## config.mk

```make
export PLATFORM = sky130hd
export DESIGN_NAME = mfs_front_flat
export DESIGN_NICKNAME = d
export VERILOG_FILES = /design/src/sv/mfs_pkg.sv /design/src/sv/mfs_if.sv /design/src/sv/mfs_front.sv /design/src/flat_wrapper.sv
export SDC_FILE = /design/constraint.sdc
export NUM_CORES = 1
export LEC_CHECK = 0
export ABC_CLOCK_PERIOD_IN_PS = 7950
export BUFFER_PORTS_ARGS = -buffer_cell sky130_fd_sc_hd__buf_2
export CORE_AREA = 2 2 82 84
export DETAILED_ROUTE_END_ITERATION = 10
export DIE_AREA = 0 0 84 86
export GPL_TIMING_DRIVEN = 0
export PLACE_DENSITY = 0.58
export SLEW_MARGIN = 20
export SYNTH_ARGS = -nofsm -noshare
export SYNTH_HDL_FRONTEND = slang
export SYNTH_SLANG_ARGS = --single-unit
```

## constraint.sdc

```tcl
create_clock -name clk -period 7.95 [get_ports clk]
set_input_delay 0.3975 -clock clk [delete_from_list [all_inputs] [get_ports clk]]
set_output_delay 0.3975 -clock clk [all_outputs]
set_load 0.02 [all_outputs]
```

## src/sv/mfs_pkg.sv

```systemverilog
// Shared types and constants of the perceptron forward-pass block.
package mfs_pkg;

    typedef enum logic [1:0] {
        CMD_WEIGHT = 2'd0,
        CMD_BIAS   = 2'd1,
        CMD_ACT    = 2'd2,
        CMD_NONE   = 2'd3
    } cmd_t;

    typedef enum logic [1:0] {
        OP_WEIGHT = 2'd0,
        OP_BIAS   = 2'd1,
        OP_ACT    = 2'd2
    } op_t;

    localparam logic [2:0] REG_STAGES  = 3'd0;
    localparam logic [2:0] REG_WIDTH_0 = 3'd1;
    localparam logic [2:0] REG_WIDTH_1 = 3'd2;
    localparam logic [2:0] REG_WIDTH_2 = 3'd3;
    localparam logic [2:0] REG_WIDTH_3 = 3'd4;

    localparam int SQ_LIMIT = 16384;
    localparam int SQ_HALF  = 2048;
    localparam int SQ_ONE   = 4096;

    typedef struct packed {
        op_t                kind;
        logic               store;
        logic [1:0]         stage;
        logic [3:0]         row;
        logic [3:0]         col;
        logic signed [15:0] value;
        logic               last;
    } q_entry_t;

    typedef struct packed {
        logic       valid;
        q_entry_t   entry;
    } q_head_t;

    typedef struct packed {
        logic clearing;
        logic pop;
    } back_stat_t;

    typedef struct packed {
        logic [1:0] stages;
        logic [4:0] width_0;
        logic [4:0] width_1;
        logic [4:0] width_2;
        logic [4:0] width_3;
    } cfg_t;

endpackage

```

## src/sv/mfs_if.sv

```systemverilog
// Input item and result channel interfaces.
interface mfs_in_if;
    logic               valid;
    logic               ready;
    logic [1:0]         cmd;
    logic [1:0]         stage;
    logic [3:0]         row;
    logic [3:0]         col;
    logic signed [15:0] value;
    logic               last;

    modport source (output valid, cmd, stage, row, col, value, last, input ready);
    modport sink   (input valid, cmd, stage, row, col, value, last, output ready);
endinterface


```

## src/sv/mfs_front.sv

```systemverilog
// Front end: accept items, drop ignored ones, classify and queue the rest.
module mfs_front
    import mfs_pkg::*;
#(
    parameter int MAX_WIDTH  = 16,
    parameter int MAX_STAGES = 3
) (
    input  logic         clk,
    input  logic         rst_n,
    mfs_in_if.sink       items,
    input  back_stat_t   stat,
    output q_head_t      head
);

    q_entry_t   q_reg [2];
    logic [1:0] cnt_reg;
    logic       rd_reg;
    logic       wr_reg;
    logic       take;
    logic       keep;
    q_entry_t   ent;

    assign items.ready = !stat.clearing && (cnt_reg != 2'd2);
    assign take        = items.valid && items.ready;

    always_comb
    begin
        ent.stage = items.stage;
        ent.row   = items.row;
        ent.col   = items.col;
        ent.value = items.value;
        ent.last  = items.last;
        ent.store = 1'b0;
        ent.kind  = OP_ACT;
        keep      = 1'b0;
        case (cmd_t'(items.cmd))
            CMD_WEIGHT:
            begin
                ent.kind = OP_WEIGHT;
                keep = (32'(items.stage) < MAX_STAGES) && (32'(items.row) < MAX_WIDTH)
                    && (32'(items.col) < MAX_WIDTH);
            end
            CMD_BIAS:
            begin
                ent.kind = OP_BIAS;
                keep = (32'(items.stage) < MAX_STAGES) && (32'(items.row) < MAX_WIDTH);
            end
            CMD_ACT:
            begin
                ent.kind  = OP_ACT;
                ent.store = 32'(items.col) < MAX_WIDTH;
                keep      = ent.store || items.last;
            end
            default:
            begin
                keep = 1'b0;
            end
        endcase
    end

    always_ff @(posedge clk or negedge rst_n)
    begin
        if (!rst_n)
        begin
            cnt_reg <= 2'd0;
            rd_reg  <= 1'b0;
            wr_reg  <= 1'b0;
        end
        else
        begin
            if (take && keep)
            begin
                q_reg[wr_reg] <= ent;
                wr_reg <= !wr_reg;
            end
            if (stat.pop)
            begin
                rd_reg <= !rd_reg;
            end
            cnt_reg <= cnt_reg + 2'(take && keep) - 2'(stat.pop);
        end
    end

    assign head.valid = cnt_reg != 2'd0;
    assign head.entry = q_reg[rd_reg];

endmodule

```

## src/flat_wrapper.sv

```systemverilog
// flat-port wrapper written by rule: the top's interface ports become plain ports
module mfs_front_flat import mfs_pkg::*;
#(
    parameter int MAX_WIDTH  = 16,
    parameter int MAX_STAGES = 3
)
  (clk, rst_n, stat, head, items_valid, items_cmd, items_stage, items_row, items_col, items_value, items_last, items_ready);
  mfs_in_if items_i ();
  input  logic clk;
  input  logic rst_n;
  input  back_stat_t stat;
  output q_head_t head;
  input wire logic [$bits(items_i.valid)-1:0] items_valid;
  input wire logic [$bits(items_i.cmd)-1:0] items_cmd;
  input wire logic [$bits(items_i.stage)-1:0] items_stage;
  input wire logic [$bits(items_i.row)-1:0] items_row;
  input wire logic [$bits(items_i.col)-1:0] items_col;
  input wire logic [$bits(items_i.value)-1:0] items_value;
  input wire logic [$bits(items_i.last)-1:0] items_last;
  output wire logic [$bits(items_i.ready)-1:0] items_ready;
  assign items_i.valid = items_valid;
  assign items_i.cmd = items_cmd;
  assign items_i.stage = items_stage;
  assign items_i.row = items_row;
  assign items_i.col = items_col;
  assign items_i.value = items_value;
  assign items_i.last = items_last;
  assign items_ready = items_i.ready;
  mfs_front #(.MAX_WIDTH(MAX_WIDTH), .MAX_STAGES(MAX_STAGES)) u_core (.clk(clk), .rst_n(rst_n), .items(items_i), .stat(stat), .head(head));
endmodule
```

Word-level counts from Yosys, hierarchy flattened. Memory sizes are Yosys's and may differ from the RTL's. Index checks and enable logic that the tools add are counted.

Memory bits (writable): 60. Word-level logic and storage cells: 25. Bits of input ports: 34. Memories: 1. Output and inout port bits: 32. Flip-flop bits (word level): 4.

Memory list: u_core.q_reg (words 2, bits a word 30, rd ports 1, clocked after Yosys merged registers in 0, wr ports 1, RTL line mfs_front.sv:15) `q_entry_t q_reg [2];`.

Add/sub/neg operators: 2. Eq/ne operators: 3. Reductions and logical operators: 10. $lt $le $gt $ge: 1. Mux-type cells: 5.

Operators by type and width (count): $logic_and 1x1->1 (4); $pmux 2 s2 (1); $logic_not 1->1 (3); $mux 1 (3); $add 2x1->2 (1); $eq 2x1->1 const B (1); $eq 2x2->1 const B (1); $logic_not 2->1 (1); $lt 2x2->1 const B (1); $ne 2x2->1 const B (1); $pmux 1 s2 (1); $reduce_bool 2->1 (1); $reduce_or 2->1 (1); $sub 2x1->2 (1).

Depth between registers and ports, before layout.
Depth in word-level cells: 7. Gate-level depth with buffers: 6. Mapped depth without buffers: 6.

Least setup slack after synthesis. OpenSTA, ideal clock, no wires.

Kind: in2reg. From: in stat[1] (netlist bit). To: mem u_core.q_reg[1][0] (netlist bit), enable pin. Stages on the path: 3. Data arrival time: 2.901 ns. Data required time: 7.495 ns. Slack: 4.595 ns. Buffers on the path: 0. Setup time: 0.455 ns. Cells stage by stage: nand2b_1 or2_1 nor3_1.

Longest elaborated chain between the ends: 7.

RTL lines: start, declared (RTL line flat_wrapper.sv:11) `input back_stat_t stat;`; $logic_not 1->1 (RTL line mfs_front.sv:23) `assign items.ready = !stat.clearing && (cnt_reg != 2'd2);`; $logic_and 1x1->1 (RTL line mfs_front.sv:23); $logic_and 1x1->1 (RTL line mfs_front.sv:24) `assign take = items.valid && items.ready;`; $logic_and 1x1->1 (RTL line mfs_front.sv:71) `if (take && keep)`; $mux 1 (RTL line mfs_front.sv:71); $logic_and 1x1->1 (not written as such) (RTL line mfs_front.sv:73) `q_reg[wr_reg] <= ent;`; $mux 1 (not written as such) (RTL line mfs_front.sv:73); end, declared (RTL line mfs_front.sv:15).

Every way passes these cells.

Worst setup path after layout.
From: reg u_core.cnt_reg[1]. To: mem u_core.q_reg[0][9] (netlist bit), enable pin.

Longest elaborated chain between the ends: 7.

RTL lines: start, declared (RTL line mfs_front.sv:16) `logic [1:0] cnt_reg;`; start signal, assigned (RTL line mfs_front.sv:80) `cnt_reg <= cnt_reg + 2'(take && keep) - 2'(stat.pop);`; $ne 2x2->1 (RTL line mfs_front.sv:23); $logic_and 1x1->1 (RTL line mfs_front.sv:23); $logic_and 1x1->1 (RTL line mfs_front.sv:24); $logic_and 1x1->1 (RTL line mfs_front.sv:71); $mux 1 (RTL line mfs_front.sv:71); $logic_and 1x1->1 (not written as such) (RTL line mfs_front.sv:73); $mux 1 (not written as such) (RTL line mfs_front.sv:73).

Every way passes these cells.

==> impl_metrics.env <==
export IMPL_status="finished clean"
export IMPL_rows=29
export IMPL_cp_end_kind="flop"
export IMPL_path_max_fanout=11
export IMPL_dpl_hpwl_um=3090
export IMPL_max_cap_violations=0
export IMPL_grt_max_degree=12
export IMPL_synthToLayoutAreaGrowth_pct=28.95
export IMPL_layout_drive_gt1_share=0.5905
export IMPL_ys_types=26
export IMPL_r2r_end="u_core.q_reg[0][9]"
export IMPL_place_congestion=0.7546
export IMPL_cts_max_path_buffers=2
export IMPL_cts_resized=0
export IMPL_synth_nets=159
export IMPL_synth_avg_cell_area_um2=19.89
export IMPL_ys_seq_area_frac=0.7775
export IMPL_cts_buffers_inserted=9
export IMPL_clk_latency_ps=320
export IMPL_grt_pass1_vias=1408
export IMPL_via_count=1313
export IMPL_clock_fmax_ghz=0.4579
export IMPL_fill_cells=543
export IMPL_initial_core_util=0.3897
export IMPL_drt_iter0_drc=58
export IMPL_fp_coreArea_mm2=0.006277
export IMPL_syn_inst=123
export IMPL_cts_hold_fix_buffers=1
export IMPL_die_w_um=84
export IMPL_antenna_found_initial=0
export IMPL_clkSinkCount=64
export IMPL_slew_headroom=0.5126
export IMPL_seqCellArea_mm2=0.001902
export IMPL_cts_root_buf="clkbuf_8"
export IMPL_first_pass_iters=4
export IMPL_power_w=0.0009651
export IMPL_drt_vias_per_instance=4.575
export IMPL_dpl_cell_area_mm2=0.002934
export IMPL_port_buffer_count=65
export IMPL_whs_path_depth=1
export IMPL_min_period_ps=2184
export IMPL_tightestPinTransition_ps=728.0
export IMPL_worstSetupPathType="reg -> reg"
export IMPL_grt_overflow_total=0
export IMPL_wl_per_cell_um=14.52
export IMPL_netlist_area_mm2=0.002446
export IMPL_required_ps=7980
export IMPL_drc=0
export IMPL_cts_tree="done"
export IMPL_worstPathArrival_ps=2220
export IMPL_reg2reg_depth=5
export IMPL_multiInputGateArea_um2=531.8
export IMPL_rsz0062_at_grt="false"
export IMPL_dieArea_mm2=0.007224
export IMPL_postLayoutCellArea_mm2=0.003154
export IMPL_antenna_cells=0
export IMPL_grt_use_total=0.1264
export IMPL_r2r_slack_ps=5770
export IMPL_hold_class="in -> reg"
export IMPL_cts_setup_buffers=0
export IMPL_worst_setup_path_start_kind="flop"
export IMPL_clk_pin_slew_ps=70
export IMPL_grt_first_pass_wirelength_um=6817
export IMPL_yosysWarningCount=0
export IMPL_totalNegativeSetupSlack_ps=0
export IMPL_drt_total_wl_um=4168
export IMPL_reg2reg_from="u_core.cnt_reg[1]"
export IMPL_largest_reg_flops=60
export IMPL_fin_crit_sh=0.2747
export IMPL_peakVddDrop_v=0.0001481
export IMPL_power_density_mw_per_mm2=306.0
export IMPL_critPathLaunch="u_core.cnt_reg[1]"
export IMPL_nNetsFinal=241
export IMPL_fin_skew_ps=5.218
export IMPL_hold_viol_final=0
export IMPL_crit_end="u_core.q_reg[0][9]"
export IMPL_h_tree_depth=3
export IMPL_ys_seq_elements=64
export IMPL_ant_nets=0
export IMPL_power_leakage_nw=1.199
export IMPL_setup_violations=0
export IMPL_die_h_um=86
export IMPL_ios=66
export IMPL_slew_viol_final=0
layer usage:
metal  global-route usage  vias up  part of all wire
li1                     -      638                 -
met1               0.1484      614              0.42
met2               0.2138       52              0.50
met3              0.03465        9             0.058
met4              0.06598        0             0.021
met5                    0        -                 0
cell usage after synthesis (all sizes together):
master / n / area share
edfxtp: 60 / 0.74
mux2: 30 / 0.14
dfrtp: 4 / 0.041
buf: 3 / 0.0061
nor2: 3 / 0.0056
ha: 2 / 0.010
inv: 2 / 0.0031
nor2b: 2 / 0.0082
or2: 2 / 0.0051
xnor2: 2 / 0.0072
a21oi: 1 / 0.0020
and2b: 1 / 0.0031
clkbuf: 1 / 0.0015
nand2: 1 / 0.0015
nand2b: 1 / 0.0026
nand3: 1 / 0.0020
nand4b: 1 / 0.0036
nor3: 1 / 0.0020
nor4b: 1 / 0.0061
o2111ai: 1 / 0.0061
o21ai: 1 / 0.0020
or3: 1 / 0.0026
xor2: 1 / 0.0036
placed cells by master, fill, tap and decap left out, types with 2 or more instances in the layout:
cell and instances:
buf_2 68, edfxtp_1 60, mux2_2 30, clkbuf_8 9, dfrtp_1 4, clkinv_2 3
buf_4 3, nor2_1 2, inv_1 2, xnor2_1 2, ha_1 2, bufinv_16 2
buf_8 2
worst min path at each step:
stage | startpoint | end
finish | items_col[0] | u_core.q_reg[1][17]
global route | items_value[0] | u_core.q_reg[1][1]
CTS | items_col[0] | u_core.q_reg[0][17]
detailed placement | rst_n | u_core.wr_reg
global placement | rst_n | u_core.cnt_reg[0]
floorplan | rst_n | u_core.cnt_reg[0]
cell families (layout without fill, tap and decap cells):
group,Yosys count,after routing,synth area share
DFF,64,64,0.7775
muxes,30,30,0.1381
and+or+nand+nor,15,15,0.04246
buffers and inverters,6,93,0.01074
AOI/OAI and AO/OA,3,3,0.01022
xor gates and xnor gates,3,3,0.01074
adders and majority gates,2,2,0.01023
cell type report:
cell class,count,area share
inverters,2,0.002380
multi-input cells,53,0.1686
clock buffers,9,0.03927
plain buffers,4,0.005950
flip-flops and latches,64,0.6029
clock inverters,7,0.02737
repair buffers,71,0.1230
well taps,77,0.03054
power by group:
part	internal [W]	switching (W)	total, W
Sequential	0.000392	0.0000142	0.000406
Combinational	0.000120	0.000152	0.000272
Clock	0.000174	0.000114	0.000288
through the flow:
step | util | setup WS [ps] | instances | hold slack [ps]
floorplan | - | 4595 | 123 | 101.9
global placement | 0.4568 | 3467 | 265 | 217.8
detailed placement | 0.4674 | 5618 | 270 | 224.5
CTS | 0.5025 | 5724 | 287 | 238.5
global route | 0.5025 | 5606 | 287 | 248.7
finish | 0.5025 | 5766 | 287 | 260.7
worst max-delay path, cell delays in order, from the launching register on:
cell,delay (ps)
dfrtp_1,410
nor2b_4,150
or2_1,300
nor4b_4,650
buf_8,240
buf_8,160
(Power assumes the default switching activity.)
